[src/rtl/ebcfc_pkg.sv]
// shared types, codes and the assist level table for the e-bike CAN frame codec
// no dependencies; used by every module
`default_nettype none

package ebcfc_pkg;

    // frame identifiers
    localparam logic [28:0] ID_TORQUE = 29'h01F83100;
    localparam logic [28:0] ID_CHARGE = 29'h02F83200;
    localparam logic [28:0] ID_MOTION = 29'h02F83201;
    localparam logic [28:0] ID_WHEEL  = 29'h02F83203;
    localparam logic [28:0] ID_BRAKE  = 29'h02FF1200;

    localparam logic [7:0] WALK_CODE = 8'h06;

    // message kinds
    localparam logic [2:0] KIND_NONE   = 3'd0;
    localparam logic [2:0] KIND_TORQUE = 3'd1;
    localparam logic [2:0] KIND_CHARGE = 3'd2;
    localparam logic [2:0] KIND_MOTION = 3'd3;
    localparam logic [2:0] KIND_WHEEL  = 3'd4;
    localparam logic [2:0] KIND_BRAKE  = 3'd5;

    // configuration register indexes
    localparam logic [1:0] CFG_LEVEL_COUNT = 2'd0;
    localparam logic [1:0] CFG_WALK_ALLOW  = 2'd1;
    localparam logic [1:0] CFG_KA_PERIOD   = 2'd2;

    localparam logic [3:0]  RST_LEVEL_COUNT = 4'd5;
    localparam logic [15:0] RST_KA_PERIOD   = 16'd100;

    // reciprocal of ten: (x * RECIP10) >> 19 == x / 10 for any 16-bit x
    localparam logic [16:0] RECIP10       = 17'd52429;
    localparam int          RECIP10_SHIFT = 19;

    typedef struct packed {
        logic [31:0] time_now_ms;
        logic [3:0]  assist_level;
        logic        walk_assist;
        logic        lights;
        logic        up_down_long_click;
        logic        onoff_event;
        logic        frame_valid;
        logic [28:0] frame_id;
        logic [63:0] frame_data;
    } t_in_item;

    typedef struct packed {
        logic        keepalive_valid;
        logic [31:0] keepalive_payload;
    } t_ka;

    typedef struct packed {
        logic [2:0]  message_kind;
        logic [15:0] value_a;
        logic [15:0] value_b;
        logic [15:0] value_c;
        logic [7:0]  value_d;
        logic        motion_seen;
    } t_frame;

    function automatic logic [7:0] level_code(input logic [3:0] count,
                                              input logic [3:0] level);
        logic [7:0] code;
        code = 8'h00;
        case (count)
            4'd3: begin
                case (level)
                    4'd1:    code = 8'h0C;
                    4'd2:    code = 8'h02;
                    4'd3:    code = 8'h03;
                    default: code = 8'h00;
                endcase
            end
            4'd5: begin
                case (level)
                    4'd1:    code = 8'h0B;
                    4'd2:    code = 8'h0D;
                    4'd3:    code = 8'h15;
                    4'd4:    code = 8'h17;
                    4'd5:    code = 8'h03;
                    default: code = 8'h00;
                endcase
            end
            4'd9: begin
                case (level)
                    4'd1:    code = 8'h01;
                    4'd2:    code = 8'h0B;
                    4'd3:    code = 8'h0C;
                    4'd4:    code = 8'h0D;
                    4'd5:    code = 8'h02;
                    4'd6:    code = 8'h15;
                    4'd7:    code = 8'h16;
                    4'd8:    code = 8'h17;
                    4'd9:    code = 8'h03;
                    default: code = 8'h00;
                endcase
            end
            default: code = 8'h00;
        endcase
        return code;
    endfunction

endpackage

`default_nettype wire

[src/rtl/ebcfc_in_if.sv]
// input channel: one poll transaction per handshake
// no dependencies
`default_nettype none

interface ebcfc_in_if;
    logic        valid;
    logic        ready;
    logic [31:0] time_now_ms;
    logic [3:0]  assist_level;
    logic        walk_assist;
    logic        lights;
    logic        up_down_long_click;
    logic        onoff_event;
    logic        frame_valid;
    logic [28:0] frame_id;
    logic [63:0] frame_data;

    modport source (
        output valid, time_now_ms, assist_level, walk_assist, lights,
               up_down_long_click, onoff_event, frame_valid, frame_id, frame_data,
        input  ready
    );
    modport sink (
        input  valid, time_now_ms, assist_level, walk_assist, lights,
               up_down_long_click, onoff_event, frame_valid, frame_id, frame_data,
        output ready
    );
endinterface

`default_nettype wire

[src/rtl/ebcfc_out_if.sv]
// result channel: one result transaction per poll
// no dependencies
`default_nettype none

interface ebcfc_out_if;
    logic        valid;
    logic        ready;
    logic        keepalive_valid;
    logic [31:0] keepalive_payload;
    logic [2:0]  message_kind;
    logic [15:0] value_a;
    logic [15:0] value_b;
    logic [15:0] value_c;
    logic [7:0]  value_d;
    logic        motor_ready;

    modport source (
        output valid, keepalive_valid, keepalive_payload, message_kind,
               value_a, value_b, value_c, value_d, motor_ready,
        input  ready
    );
    modport sink (
        input  valid, keepalive_valid, keepalive_payload, message_kind,
               value_a, value_b, value_c, value_d, motor_ready,
        output ready
    );
endinterface

`default_nettype wire

[src/rtl/ebike_can_frame_codec.sv]
// e-bike CAN frame codec top level: config registers, input and result registers
// depends on ebcfc_pkg, ebcfc_in_if, ebcfc_out_if, ebcfc_keepalive, ebcfc_frame_dec
//
//  channel    | direction | handshake     | carries
//  -----------+-----------+---------------+--------------------------------------
//  i_item     | in        | valid/ready   | poll: time, ui inputs, optional frame
//  o_result   | out       | valid/ready   | keep-alive payload, decoded values
//  i_cfg_*    | in        | write enable  | level count, walk allow, period
//
//  one transaction per clock sustained while results are taken; a poll passes the input
//  register, then decode and keep-alive check into the result register
//  keep-alive time and motor-ready flag update when a poll moves into the
//  result register, so consecutive polls see each other's state
//  a stalled result holds; one more poll waits in the input register
//  synchronous active-low reset clears valids, state and config to defaults
`default_nettype none

module ebike_can_frame_codec
    import ebcfc_pkg::*;
(
    input  wire logic        i_clk,
    input  wire logic        i_rst_n,
    input  wire logic        i_cfg_we,
    input  wire logic [1:0]  i_cfg_idx,
    input  wire logic [15:0] i_cfg_wdata,
    ebcfc_in_if.sink         i_item,
    ebcfc_out_if.source      o_result
);

    logic [3:0]  r_level_count;
    logic        r_walk_allowed;
    logic [15:0] r_period;

    logic        r_in_valid;
    t_in_item    r_in;
    logic        r_out_valid;
    logic        r_motor_ready;
    t_ka         r_ka;
    t_frame      r_frame;

    logic        n_motor_ready;
    logic        advance;
    logic        in_take;
    logic        fire;
    t_in_item    in_item;
    t_ka         ka;
    t_frame      frame;

    always_ff @(posedge i_clk) begin
        if (!i_rst_n) begin
            r_level_count  <= RST_LEVEL_COUNT;
            r_walk_allowed <= 1'b0;
            r_period       <= RST_KA_PERIOD;
        end else if (i_cfg_we) begin
            case (i_cfg_idx)
                CFG_LEVEL_COUNT: r_level_count  <= i_cfg_wdata[3:0];
                CFG_WALK_ALLOW:  r_walk_allowed <= i_cfg_wdata[0];
                CFG_KA_PERIOD:   r_period       <= i_cfg_wdata;
                default: begin
                end
            endcase
        end
    end

    assign advance = !r_out_valid || o_result.ready;
    assign fire    = r_in_valid && advance;
    assign i_item.ready = !r_in_valid || advance;
    assign in_take = i_item.valid && i_item.ready;

    assign in_item.time_now_ms        = i_item.time_now_ms;
    assign in_item.assist_level       = i_item.assist_level;
    assign in_item.walk_assist        = i_item.walk_assist;
    assign in_item.lights             = i_item.lights;
    assign in_item.up_down_long_click = i_item.up_down_long_click;
    assign in_item.onoff_event        = i_item.onoff_event;
    assign in_item.frame_valid        = i_item.frame_valid;
    assign in_item.frame_id           = i_item.frame_id;
    assign in_item.frame_data         = i_item.frame_data;

    always_ff @(posedge i_clk) begin
        if (!i_rst_n) begin
            r_in_valid <= 1'b0;
        end else if (i_item.ready) begin
            r_in_valid <= i_item.valid;
        end
    end

    always_ff @(posedge i_clk) begin
        if (in_take) begin
            r_in <= in_item;
        end
    end

    ebcfc_keepalive u_keepalive (
        .i_clk          (i_clk),
        .i_rst_n        (i_rst_n),
        .i_fire         (fire),
        .i_item         (r_in),
        .i_level_count  (r_level_count),
        .i_walk_allowed (r_walk_allowed),
        .i_period       (r_period),
        .o_ka           (ka)
    );

    ebcfc_frame_dec u_frame_dec (
        .i_item  (r_in),
        .o_frame (frame)
    );

    assign n_motor_ready = r_motor_ready || (fire && frame.motion_seen);

    always_ff @(posedge i_clk) begin
        if (!i_rst_n) begin
            r_out_valid   <= 1'b0;
            r_motor_ready <= 1'b0;
        end else begin
            r_motor_ready <= n_motor_ready;
            if (advance) begin
                r_out_valid <= r_in_valid;
            end
        end
    end

    always_ff @(posedge i_clk) begin
        if (fire) begin
            r_ka    <= ka;
            r_frame <= frame;
        end
    end

    assign o_result.valid             = r_out_valid;
    assign o_result.keepalive_valid   = r_ka.keepalive_valid;
    assign o_result.keepalive_payload = r_ka.keepalive_payload;
    assign o_result.message_kind      = r_frame.message_kind;
    assign o_result.value_a           = r_frame.value_a;
    assign o_result.value_b           = r_frame.value_b;
    assign o_result.value_c           = r_frame.value_c;
    assign o_result.value_d           = r_frame.value_d;
    // flag as it stood right after this transaction
    assign o_result.motor_ready       = r_motor_ready;

    // motor-ready flag is sticky once set
    a_motor_ready_sticky: assert property (@(posedge i_clk) disable iff (!i_rst_n)
        r_motor_ready |=> r_motor_ready)
        else $error("motor ready flag dropped");

    // a motion result always reports the motor as ready
    a_motion_ready: assert property (@(posedge i_clk) disable iff (!i_rst_n)
        (o_result.valid && o_result.message_kind == KIND_MOTION) |-> o_result.motor_ready)
        else $error("motion result without motor ready");

    // no keep-alive means an empty payload
    a_ka_payload_zero: assert property (@(posedge i_clk) disable iff (!i_rst_n)
        (o_result.valid && !o_result.keepalive_valid) |-> (o_result.keepalive_payload == 32'd0))
        else $error("payload present without keep-alive");

    // both stages full and result stalled: no room for another poll
    a_full_backpressure: assert property (@(posedge i_clk) disable iff (!i_rst_n)
        (r_in_valid && r_out_valid && !o_result.ready) |-> !i_item.ready)
        else $error("poll accepted while pipeline full");

endmodule

`default_nettype wire

[src/rtl/ebcfc_keepalive.sv]
// keep-alive timer and payload builder; holds the last send time
// depends on ebcfc_pkg
`default_nettype none

module ebcfc_keepalive
    import ebcfc_pkg::*;
(
    input  wire logic        i_clk,
    input  wire logic        i_rst_n,
    input  wire logic        i_fire,
    input  wire t_in_item    i_item,
    input  wire logic [3:0]  i_level_count,
    input  wire logic        i_walk_allowed,
    input  wire logic [15:0] i_period,
    output t_ka              o_ka
);

    logic [31:0] r_last_send;
    logic [31:0] n_last_send;
    logic [31:0] elapsed;
    logic        due;
    logic [7:0]  code;

    assign elapsed = i_item.time_now_ms - r_last_send;
    assign due     = elapsed >= {16'd0, i_period};

    always_comb begin
        code = level_code(i_level_count, i_item.assist_level);
        if (i_walk_allowed && i_item.walk_assist) begin
            code = WALK_CODE;
        end
        o_ka.keepalive_valid   = due;
        o_ka.keepalive_payload = 32'd0;
        if (due) begin
            o_ka.keepalive_payload = {7'd0, !i_item.onoff_event,
                                      6'd0, i_item.up_down_long_click, i_item.lights,
                                      code,
                                      4'd0, i_level_count};
        end
    end

    assign n_last_send = (i_fire && due) ? i_item.time_now_ms : r_last_send;

    always_ff @(posedge i_clk) begin
        if (!i_rst_n) begin
            r_last_send <= 32'd0;
        end else begin
            r_last_send <= n_last_send;
        end
    end

endmodule

`default_nettype wire

[src/rtl/ebcfc_frame_dec.sv]
// received frame decoder: identifier match and per-kind value extraction
// depends on ebcfc_pkg
`default_nettype none

module ebcfc_frame_dec
    import ebcfc_pkg::*;
(
    input  wire t_in_item i_item,
    output t_frame        o_frame
);

    logic [15:0] half0;
    logic [15:0] half2;
    logic [15:0] half4;
    logic [7:0]  byte0;
    logic [7:0]  byte2;
    logic [7:0]  byte7;
    logic [32:0] prod_speed;
    logic [32:0] prod_curr;
    logic [15:0] speed_div10;
    logic [15:0] curr_div10;
    logic [11:0] wheel_hi;
    logic [15:0] wheel_size;

    assign byte0 = i_item.frame_data[7:0];
    assign byte2 = i_item.frame_data[23:16];
    assign byte7 = i_item.frame_data[63:56];
    assign half0 = i_item.frame_data[15:0];
    assign half2 = i_item.frame_data[31:16];
    assign half4 = i_item.frame_data[47:32];

    // divide by ten through the reciprocal; /20 is (/10) halved
    // quotient of a 16-bit value by ten fits in the top fourteen product bits
    assign prod_speed  = {17'd0, half0} * {16'd0, RECIP10};
    assign prod_curr   = {17'd0, half2} * {16'd0, RECIP10};
    assign speed_div10 = {2'd0, prod_speed[RECIP10_SHIFT +: 14]};
    assign curr_div10  = {2'd0, prod_curr[RECIP10_SHIFT +: 14]};

    // upper twelve bits times ten as shift and add, plus the low nibble
    assign wheel_hi   = half2[15:4];
    assign wheel_size = {1'b0, wheel_hi, 3'd0} + {3'd0, wheel_hi, 1'b0}
                      + {12'd0, byte2[3:0]};

    always_comb begin
        o_frame = '0;
        if (i_item.frame_valid) begin
            case (i_item.frame_id)
                ID_TORQUE: begin
                    o_frame.message_kind = KIND_TORQUE;
                    o_frame.value_a      = half0;
                    o_frame.value_b      = {8'd0, byte2};
                end
                ID_CHARGE: begin
                    o_frame.message_kind = KIND_CHARGE;
                    o_frame.value_a      = {8'd0, byte0};
                end
                ID_MOTION: begin
                    o_frame.message_kind = KIND_MOTION;
                    o_frame.motion_seen  = 1'b1;
                    o_frame.value_a      = speed_div10;
                    o_frame.value_b      = {8'd0, curr_div10[8:1]};
                    o_frame.value_c      = half4;
                    o_frame.value_d      = byte7 - 8'd40;
                end
                ID_WHEEL: begin
                    o_frame.message_kind = KIND_WHEEL;
                    o_frame.value_a      = half0;
                    o_frame.value_b      = wheel_size;
                    o_frame.value_c      = half4;
                end
                ID_BRAKE: begin
                    o_frame.message_kind = KIND_BRAKE;
                    o_frame.value_a      = {15'd0, byte0[0]};
                end
                default: begin
                    o_frame = '0;
                end
            endcase
        end
    end

endmodule

`default_nettype wire
[src/flat_wrapper.sv]
// flat-port wrapper written by rule: the top's interface ports become plain ports
module ebike_can_frame_codec_flat import ebcfc_pkg::*;
  (i_clk, i_rst_n, i_cfg_we, i_cfg_idx, i_cfg_wdata, i_item_valid, i_item_time_now_ms, i_item_assist_level, i_item_walk_assist, i_item_lights, i_item_up_down_long_click, i_item_onoff_event, i_item_frame_valid, i_item_frame_id, i_item_frame_data, i_item_ready, o_result_valid, o_result_keepalive_valid, o_result_keepalive_payload, o_result_message_kind, o_result_value_a, o_result_value_b, o_result_value_c, o_result_value_d, o_result_motor_ready, o_result_ready);
  ebcfc_in_if i_item_i ();
  ebcfc_out_if o_result_i ();
  input  wire logic i_clk;
  input  wire logic i_rst_n;
  input  wire logic i_cfg_we;
  input  wire logic [1:0] i_cfg_idx;
  input  wire logic [15:0] i_cfg_wdata;
  input wire logic [$bits(i_item_i.valid)-1:0] i_item_valid;
  input wire logic [$bits(i_item_i.time_now_ms)-1:0] i_item_time_now_ms;
  input wire logic [$bits(i_item_i.assist_level)-1:0] i_item_assist_level;
  input wire logic [$bits(i_item_i.walk_assist)-1:0] i_item_walk_assist;
  input wire logic [$bits(i_item_i.lights)-1:0] i_item_lights;
  input wire logic [$bits(i_item_i.up_down_long_click)-1:0] i_item_up_down_long_click;
  input wire logic [$bits(i_item_i.onoff_event)-1:0] i_item_onoff_event;
  input wire logic [$bits(i_item_i.frame_valid)-1:0] i_item_frame_valid;
  input wire logic [$bits(i_item_i.frame_id)-1:0] i_item_frame_id;
  input wire logic [$bits(i_item_i.frame_data)-1:0] i_item_frame_data;
  output wire logic [$bits(i_item_i.ready)-1:0] i_item_ready;
  output wire logic [$bits(o_result_i.valid)-1:0] o_result_valid;
  output wire logic [$bits(o_result_i.keepalive_valid)-1:0] o_result_keepalive_valid;
  output wire logic [$bits(o_result_i.keepalive_payload)-1:0] o_result_keepalive_payload;
  output wire logic [$bits(o_result_i.message_kind)-1:0] o_result_message_kind;
  output wire logic [$bits(o_result_i.value_a)-1:0] o_result_value_a;
  output wire logic [$bits(o_result_i.value_b)-1:0] o_result_value_b;
  output wire logic [$bits(o_result_i.value_c)-1:0] o_result_value_c;
  output wire logic [$bits(o_result_i.value_d)-1:0] o_result_value_d;
  output wire logic [$bits(o_result_i.motor_ready)-1:0] o_result_motor_ready;
  input wire logic [$bits(o_result_i.ready)-1:0] o_result_ready;
  assign i_item_i.valid = i_item_valid;
  assign i_item_i.time_now_ms = i_item_time_now_ms;
  assign i_item_i.assist_level = i_item_assist_level;
  assign i_item_i.walk_assist = i_item_walk_assist;
  assign i_item_i.lights = i_item_lights;
  assign i_item_i.up_down_long_click = i_item_up_down_long_click;
  assign i_item_i.onoff_event = i_item_onoff_event;
  assign i_item_i.frame_valid = i_item_frame_valid;
  assign i_item_i.frame_id = i_item_frame_id;
  assign i_item_i.frame_data = i_item_frame_data;
  assign i_item_ready = i_item_i.ready;
  assign o_result_valid = o_result_i.valid;
  assign o_result_keepalive_valid = o_result_i.keepalive_valid;
  assign o_result_keepalive_payload = o_result_i.keepalive_payload;
  assign o_result_message_kind = o_result_i.message_kind;
  assign o_result_value_a = o_result_i.value_a;
  assign o_result_value_b = o_result_i.value_b;
  assign o_result_value_c = o_result_i.value_c;
  assign o_result_value_d = o_result_i.value_d;
  assign o_result_motor_ready = o_result_i.motor_ready;
  assign o_result_i.ready = o_result_ready;
  ebike_can_frame_codec u_core (.i_clk(i_clk), .i_rst_n(i_rst_n), .i_cfg_we(i_cfg_we), .i_cfg_idx(i_cfg_idx), .i_cfg_wdata(i_cfg_wdata), .i_item(i_item_i), .o_result(o_result_i));
endmodule
[config.mk]
export PLATFORM = sky130hd
export DESIGN_NAME = ebike_can_frame_codec_flat
export DESIGN_NICKNAME = d
export VERILOG_FILES = /design/src/rtl/ebcfc_pkg.sv /design/src/rtl/ebcfc_in_if.sv /design/src/rtl/ebcfc_out_if.sv /design/src/rtl/ebike_can_frame_codec.sv /design/src/rtl/ebcfc_keepalive.sv /design/src/rtl/ebcfc_frame_dec.sv /design/src/flat_wrapper.sv
export SDC_FILE = /design/constraint.sdc
export NUM_CORES = 1
export LEC_CHECK = 0
export BUFFER_PORTS_ARGS = -buffer_cell sky130_fd_sc_hd__buf_2
export CORE_MARGIN = 5
export CORE_UTILIZATION = 50
export CTS_CLUSTER_DIAMETER = 50
export DETAILED_ROUTE_END_ITERATION = 6
export GPL_TIMING_DRIVEN = 1
export PLACE_DENSITY_LB_ADDON = 0.2
export SLEW_MARGIN = 20
export SYNTH_ARGS = -nofsm -noshare
export SYNTH_HDL_FRONTEND = slang
export SYNTH_HIERARCHICAL = 1
export SYNTH_SLANG_ARGS = --single-unit
[constraint.sdc]
create_clock -name i_clk -period 6.82 [get_ports i_clk]
set_input_delay 1.023 -clock i_clk [delete_from_list [all_inputs] [get_ports i_clk]]
set_output_delay 1.023 -clock i_clk [all_outputs]
set_load 0.1 [all_outputs]
==> results of run 1 <==
==> cells in the final DEF, fill, tap and decap left out, types with 7 or more instances in the layout <==
cell	count
and3_1	8
a211oi_1	13
clkbuf_16	36
nand2b_1	14
a31oi_1	9
xor2_1	29
edfxtp_1	218
or3_1	7
a21oi_1	84
inv_1	417
nor3_1	20
dfxtp_1	56
conb_1	20
a21o_1	19
nor2b_1	34
nand3_1	28
mux2i_1	42
and2_1	8
nand2_1	161
o21ai_0	78
nor2_1	63
nand4_1	16
buf_2	243
o211ai_1	10
o21ai_1	8
ha_1	311
xnor2_1	43
o21a_1	11
fa_1	162
buf_4	11
==> power by group through the flow <==
stage	Sequential [µW]	Combinational, µW	Clock (µW)
6_report	1960	4540	1940
5_1_grt	1970	5210	2080
4_1_cts	1960	4560	2010
3_5_place_dp	2000	4510	0
3_3_place_gp	2000	4400	0
2_1_floorplan	2170	3240	0
==> final cells by class <==
cell class              instances  area share
diodes                          2    0.000203
clock buffers                  40      0.0372
clock inverters                25      0.0135
inverters                     417      0.0636
multi-input cells            1298       0.491
flip-flops and latches        274       0.312
well taps                     585      0.0297
repair buffers                255      0.0532
==> metal layers <==
| layer | GRT usage | up-vias | share of wire |
|---|---|---|---|
| li1 | - | 7277 | - |
| met1 | 0.280 | 7088 | 0.43 |
| met2 | 0.368 | 322 | 0.49 |
| met3 | 0.0482 | 78 | 0.057 |
| met4 | 0.0622 | 4 | 0.027 |
| met5 | 0 | - | 0.00039 |
==> critical path, stage by stage, from the launching register on <==
cell	delay, ns
edfxtp_1	0.60
ha_1	0.45
fa_1	0.58
inv_1	0.07
fa_1	0.52
fa_1	0.54
inv_1	0.05
fa_1	0.54
inv_1	0.06
fa_1	0.41
inv_1	0.06
ha_1	0.28
a2111oi_0	0.45
o2bb2ai_1	0.20
o21ai_0	0.12
o31ai_1	0.51
a21oi_1	0.21
a21oi_1	0.22
xnor2_1	0.14
o21ai_0	0.08
==> sequential cells by signal (all words and copies together) (netlist names), 3 cells and up <==
| signal | count |
|---|---|
| u_core/r_in | 126 |
| u_core/o_result.keepalive_payload | 32 |
| u_core/u_keepalive/r_last_send | 32 |
| u_core/o_result.value_a | 16 |
| u_core/o_result.value_b | 16 |
| u_core/o_result.value_c | 16 |
| u_core/r_period | 16 |
| u_core/o_result.value_d | 8 |
| u_core/r_level_count | 4 |
| u_core/o_result.message_kind | 3 |
==> worst min-delay path by stage <==
stage	end	slack [ns]	cells past startpoint
after CTS	u_core/u_keepalive/r_last_send[8]	0.46	2
after detailed placement	u_core/u_keepalive/r_last_send[8]	0.45	2
final	u_core/u_keepalive/r_last_send[8]	0.46	2
after floorplan	u_core/u_keepalive/r_last_send[10]	0.43	2
after global routing	u_core/u_keepalive/r_last_send[8]	0.47	2
after global placement	u_core/u_keepalive/r_last_send[21]	0.44	2
==> stage by stage <==
stage / hold WS, ns / setup WS (ns) / util / power [µW] / std cells
after CTS: 0.457 / 0.493 / 0.573 / 8530 / 2893
after floorplan: 0.435 / 0.475 / - / 5420 / 2054
final: 0.456 / 0.440 / 0.574 / 8440 / 2896
after detailed placement: 0.449 / 0.522 / 0.544 / 6510 / 2828
after global routing: 0.472 / 0.159 / 0.574 / 9260 / 2896
after global placement: 0.442 / 0.568 / 0.544 / 6400 / 2828
==> results by stage, run 1 <==
Min path:
- The type of the most critical hold path is reg -> reg.
- In this run the most critical hold path is launched from u_core/u_keepalive/r_last_send[8].

Worst setup path:
- The kind of end point of the critical path is a flop.
- The startpoint of the most critical setup path is u_core/r_in[25].
- The arrival time of the worst setup path is 6.64 ns.
- The worst-path maximum fanout is 7.
- At the worst endpoint, the required time is 7.08 ns.
- STA classifies the critical path startpoint as a flop.
- The capture instance of the worst register-to-register path is u_core/o_result.value_b[7].
- The critical path is of the reg -> reg type.
- The end of the critical path is u_core/o_result.value_b[7].
- The number of cells on the worst reg-to-reg path is 19.
- The launch point of the worst reg-to-reg path is u_core/r_in[25].
- In this run the register-to-register setup slack is 0.44 ns.

STA:
- The setup TNS is 0 ns.
- Setup violations remaining at the end of the flow were counted as 0.
- For the final database, setup skew stands at 0.0281 ns.
- The maximum clock frequency is 157 MHz.
- The number of max-slew violations in the final report is 0.
- In the finished design, the share of the clock period the worst path needs comes to 0.936.
- Setup repair after global routing left no endpoint under its margin.
- The slew at the pin closest to its max-slew limit is 0.981 ns.
- The final critical path time including I/O delays and setup is 6.38 ns.
- Measured against its own limit, the worst slew margin works out to 0.344.
- The number of hold-slack violations in the final timing report is 0.

Layout:
- After the last flow step, the layout net total stands at 2,912.
- The layout-stage area growth over the synthesis result is 14.0%.
- After routing the design area is 24,600 µm².
- The sequential standard cell area is 7670 µm².
- The number of fill cells in the layout is 3,707.
- The area used by multi-input combinational logic is 12,100 µm².
- The share of final-layout standard cells stronger than drive strength 1 is 0.145.

Drt:
- In the routed design, unresolved DRC markers number 0.
- Wires add up to 50.8 mm.
- The total number of vias is 14,800.
- The ratio of routed vias to standard cells is 5.10.
- In the final routed layout, each cell accounts on average for 17.6 µm.
- The count of antenna-violating nets left after detailed routing is 0.
- The violation count after the first detailed-route iteration is 718.
- The number of search-and-repair iterations in the first detailed-routing pass is 5.

Power:
- The share of total power dissipated in sequential elements is 0.233.
- The leakage dissipation is 0.0114 µW.
- The worst IR drop on VDD is 0.221 mV.
- Cell internal power was estimated by the tool at 4900 µW.
- The areal power density over the cells is 343 nW/µm².
- The net load switching power is 3540 µW.
- The share of total power dissipated in combinational logic is 0.538.
- The proportion of total power due to net switching is 0.420.
- The clock network power share is 0.230.

Clocking:
- The clock net in this run drives a total of 274 sinks.
- No sink is reached through more buffers than the 3 on the longest clock path.
- TritonCTS created 36 clock buffers.
- For the worst-skew pair, the clock arrives at the later sink with an insertion delay of 0.57 ns.
- In this run, post-CTS repair resized a total of 0 instances.
- The number of hold buffers added after CTS was 0.
- CTS placed an instance of clkbuf_16 at the clock tree root.
- The H-tree depth is 2.
- The CTS tree is done.
- Buffers added to address setup during post-CTS repair amount to 0.
- After clock tree synthesis, the clock-pin slew on the worst setup and hold paths is 0.06 ns.

Floorplan:
- The floorplan has 76 rows.
- The core box area is 42,900 µm².
- The starting utilization of the core area is 0.504.
- The die span in x is 218 µm.
- The count of pins on the block boundary is 252.
- The total die area is 47,400 µm².
- The floorplan step set the die height to 218 µm.

GRT:
- The remaining global-route overflow is 0.
- The via count of the first global-routing pass came to 15,300.
- The first global-routing pass estimated 81.2 mm of wire.
- Entering global routing, the biggest net connects 102 pins.
- The initial antenna violation count is 6.
- Across every metal layer, demand over resource in global routing totals 0.216.

Placement:
- The count of buffers added on input and output ports is 243.
- The detailed placement HPWL is 40.9 mm.
- Routability-driven placement finished with a final weighted congestion of 0.955.
- The placed instances occupy a cell area of 23,300 µm².

Synth:
- After synthesis the cells add up to 21,600 µm².
- The average cell area after synthesis is 10.6 µm².
- The cell count after synthesis is 2,035.
- The number of warnings printed during yosys synthesis is 6.

Outcome:
- The flow ran to the end, and the final reports show no timing, DRC or antenna violations.

Job:
- The tool flagged a number of max-cap violations equal to 0.
(Power assumes the default switching activity.)
==> run 2: changes to the inputs <==
Settings changed: BUFFER_PORTS_ARGS -buffer_cell sky130_fd_sc_hd__buf_2 to not set, DONT_BUFFER_PORTS set to 1.
==> run 2 against run 1 <==
  * Power is 1.5% lower
  * Via count is 5.9% lower
  * First-iteration DRC count fell by 2.6%
  * Register-to-register slack about the same
  * Sequential cell count did not move
  * Clock skew shrank 0.013 ns
  * Critical path type unchanged
==> results by stage, run 2 (same netlist as run 1, synthesis figures left out) <==
Clocking:
- At the later pin of the worst-skew pair, clock insertion delay measures 0.54 ns.
- Clock-pin slew was measured on the worst setup and hold paths at 0.06 ns.
- Post-CTS repair changed the size of 0 cells.
- The largest buffer count on any clock path is 3.
- The number of setup buffers added after CTS is 0.
- Clock tree synthesis inserted a total of 36 buffers.
- The H-tree depth is 2.
- The count of clock tree sinks is 274.
- The root buffer cell chosen for the clock tree is clkbuf_16.
- TritonCTS built the clock tree.
- The count of hold-fix buffers inserted at cts is 0.

Placement:
- The detailed placement HPWL is 39.8 mm.
- The congestion estimate from routability-driven global placement came to 0.934.
- The number of buffers inserted by port buffering is 0.
- The worst slack after detailed placement is 0.499 ns.

Min path:
- The tightest min-delay check is of the reg -> reg type.

Floorplan:
- The total die area is 47,400 µm².
- The die span in x is 218 µm.
- The number of placement rows is 76.
- The count of pins on the block boundary is 252.
- The starting utilization of the core area is 0.504.
- The die span in y is 218 µm.
- The total area inside the core boundary comes to 42,900 µm².

Worst setup path:
- The worst setup path is launched from a flop.
- The type of the worst setup path is reg -> reg.
- The worst-path maximum fanout is 9.
- Data arrives at the worst endpoint at 6.63 ns.
- The endpoint required time on the critical path is 7.08 ns.
- The kind of end point of the critical path is a flop.

GRT:
- The initial antenna violation count is 8.
- The remaining global-route overflow is 0.
- The largest net degree at the start of global routing is 102.
- The met2 layer usage reported by global route is 0.356.
- The met1 track utilization from global routing is 0.268.
- The wire length of the first global-routing pass is 77.5 mm.
- The via count of the first global-routing pass is 14,500.
- The met3 layer usage reported by global route is 0.0416.
- The overall fraction of global-route tracks in use is 0.208.
- met2 is the most crowded layer.

Drt:
- For this run, design rule violations remaining after detail routing come to 0.
- The count of antenna-violating nets left after detailed routing is 0.
- The total number of vias is 13,900.
- The post-detailed-route wirelength per cell is 18.7 µm.
- Dividing the detail-routed via count by the number of cells gives 5.25.
- The post-detailed-routing wire length is 49.5 mm.
- The violation count after the first detailed-route iteration is 699.
- The number of search-and-repair iterations in the first detailed-routing pass is 5.

Power:
- The areal power density over the cells is 357 nW/µm².
- The leakage dissipation is 0.0104 µW.
- VDD sags by at most 0.237 mV.

Outcome:
- The run finished with clean final reports.

Job:
- The tool flagged a number of max-cap violations equal to 0.

STA:
- The number of max-slew violations in the final report is 0.
- In the post-route analysis, the smallest setup slack over all paths is 0.449 ns.
- The number of hold-slack violations in the final timing report is 0.
- The maximum clock frequency is 157 MHz.
- The slew at the pin closest to its max-slew limit is 1.12 ns.
- The final worst-path cycle share is 0.934.
- For the finished layout, the period the worst path requires is 6.37 ns.
- For the final routed database, the setup TNS stands at 0 ns.
- The count of final setup violators is 0.
- Between clock sinks in the finished design, the worst skew comes to 0.0156 ns.
- Setup repair after global routing left no endpoint under its margin.
- The worst-case headroom to the max-slew limit is 0.236.

Layout:
- The area growth from synthesis to layout is 7.78%.
- The register with the most flip-flops in the layout has 126 of them.
- Of the cells placed in the final design, the portion with a size suffix greater than 1 is 0.0403.
- The top cell types in the final layout, fill and taps aside, are 417 x inv_1, 311 x ha_1, 218 x edfxtp_1.
- u_core/r_in holds more flip-flops than any other register.
- The most common cell after layout, fill and taps aside is inv_1.
- The filler cells instantiated in the layout total 3,789.
- The number of nets in the layout is 2,665.
[run 2: stage by stage]
| stage | hold WS [ns] | instance area, µm² | total power [µW] | util | cells |
|---|---|---|---|---|---|
| after floorplan | 0.435 | 21700 | 5420 | - | 2054 |
| after global placement | 0.442 | 22100 | 6390 | 0.515 | 2582 |
| after detailed placement | 0.450 | 22100 | 6490 | 0.515 | 2582 |
| after CTS | 0.458 | 23300 | 8400 | 0.543 | 2647 |
| after global routing | 0.482 | 23300 | 9090 | 0.543 | 2648 |
| final | 0.454 | 23300 | 8310 | 0.543 | 2649 |
[run 2: power breakdown]
part | leakage [µW] | switching, µW | total [µW] | internal (µW)
Combinational | 0.00735 | 2500 | 4310 | 1810
Clock | 0.000569 | 744 | 1840 | 1090
Sequential | 0.00251 | 263 | 2170 | 1900
[run 2: final timing paths]
check	startpoint	to	slack [ns]	cells past startpoint
worst max-delay path	u_core/r_in[20]	u_core/o_result.value_b[7]	0.45	18
worst min-delay path	u_core/u_keepalive/r_last_send[17]	u_core/u_keepalive/r_last_send[17]	0.45	2
worst max register to register	u_core/r_in[20]	u_core/o_result.value_b[7]	0.45	18
worst min register to register	u_core/u_keepalive/r_last_send[17]	u_core/u_keepalive/r_last_send[17]	0.45	2
[run 2: routing by layer]
metal,part of all wire,up-vias
met5,0.0012,-
met4,0.029,10
met3,0.048,84
met2,0.49,273
met1,0.43,6736
li1,-,6801
[run 2: area by class of cell]
class                           count  area (µm²)  share of cell area
Antenna cell                        2        5.00            0.000215
Clock buffer                       48         997              0.0428
Clock inverter                     17         174             0.00747
Inverter                          417        1570              0.0673
Multi-Input combinational cell   1298       12100               0.519
Sequential cell                   274        7670               0.329
Tap cell                          585         732              0.0314
Timing Repair Buffer                8        60.1             0.00258
[run 2: critical path, stage by stage, from the launching register on]
cell	delay [ns]
edfxtp_1	0.58
ha_1	0.46
ha_1	0.31
inv_1	0.06
fa_1	0.53
inv_1	0.05
fa_1	0.50
fa_1	0.55
inv_1	0.07
fa_1	0.57
inv_1	0.06
ha_1	0.30
nand3_1	0.14
a2111oi_0	0.99
o31ai_1	0.28
a21oi_1	0.27
a21oi_1	0.11
xnor2_1	0.16
o21ai_0	0.08
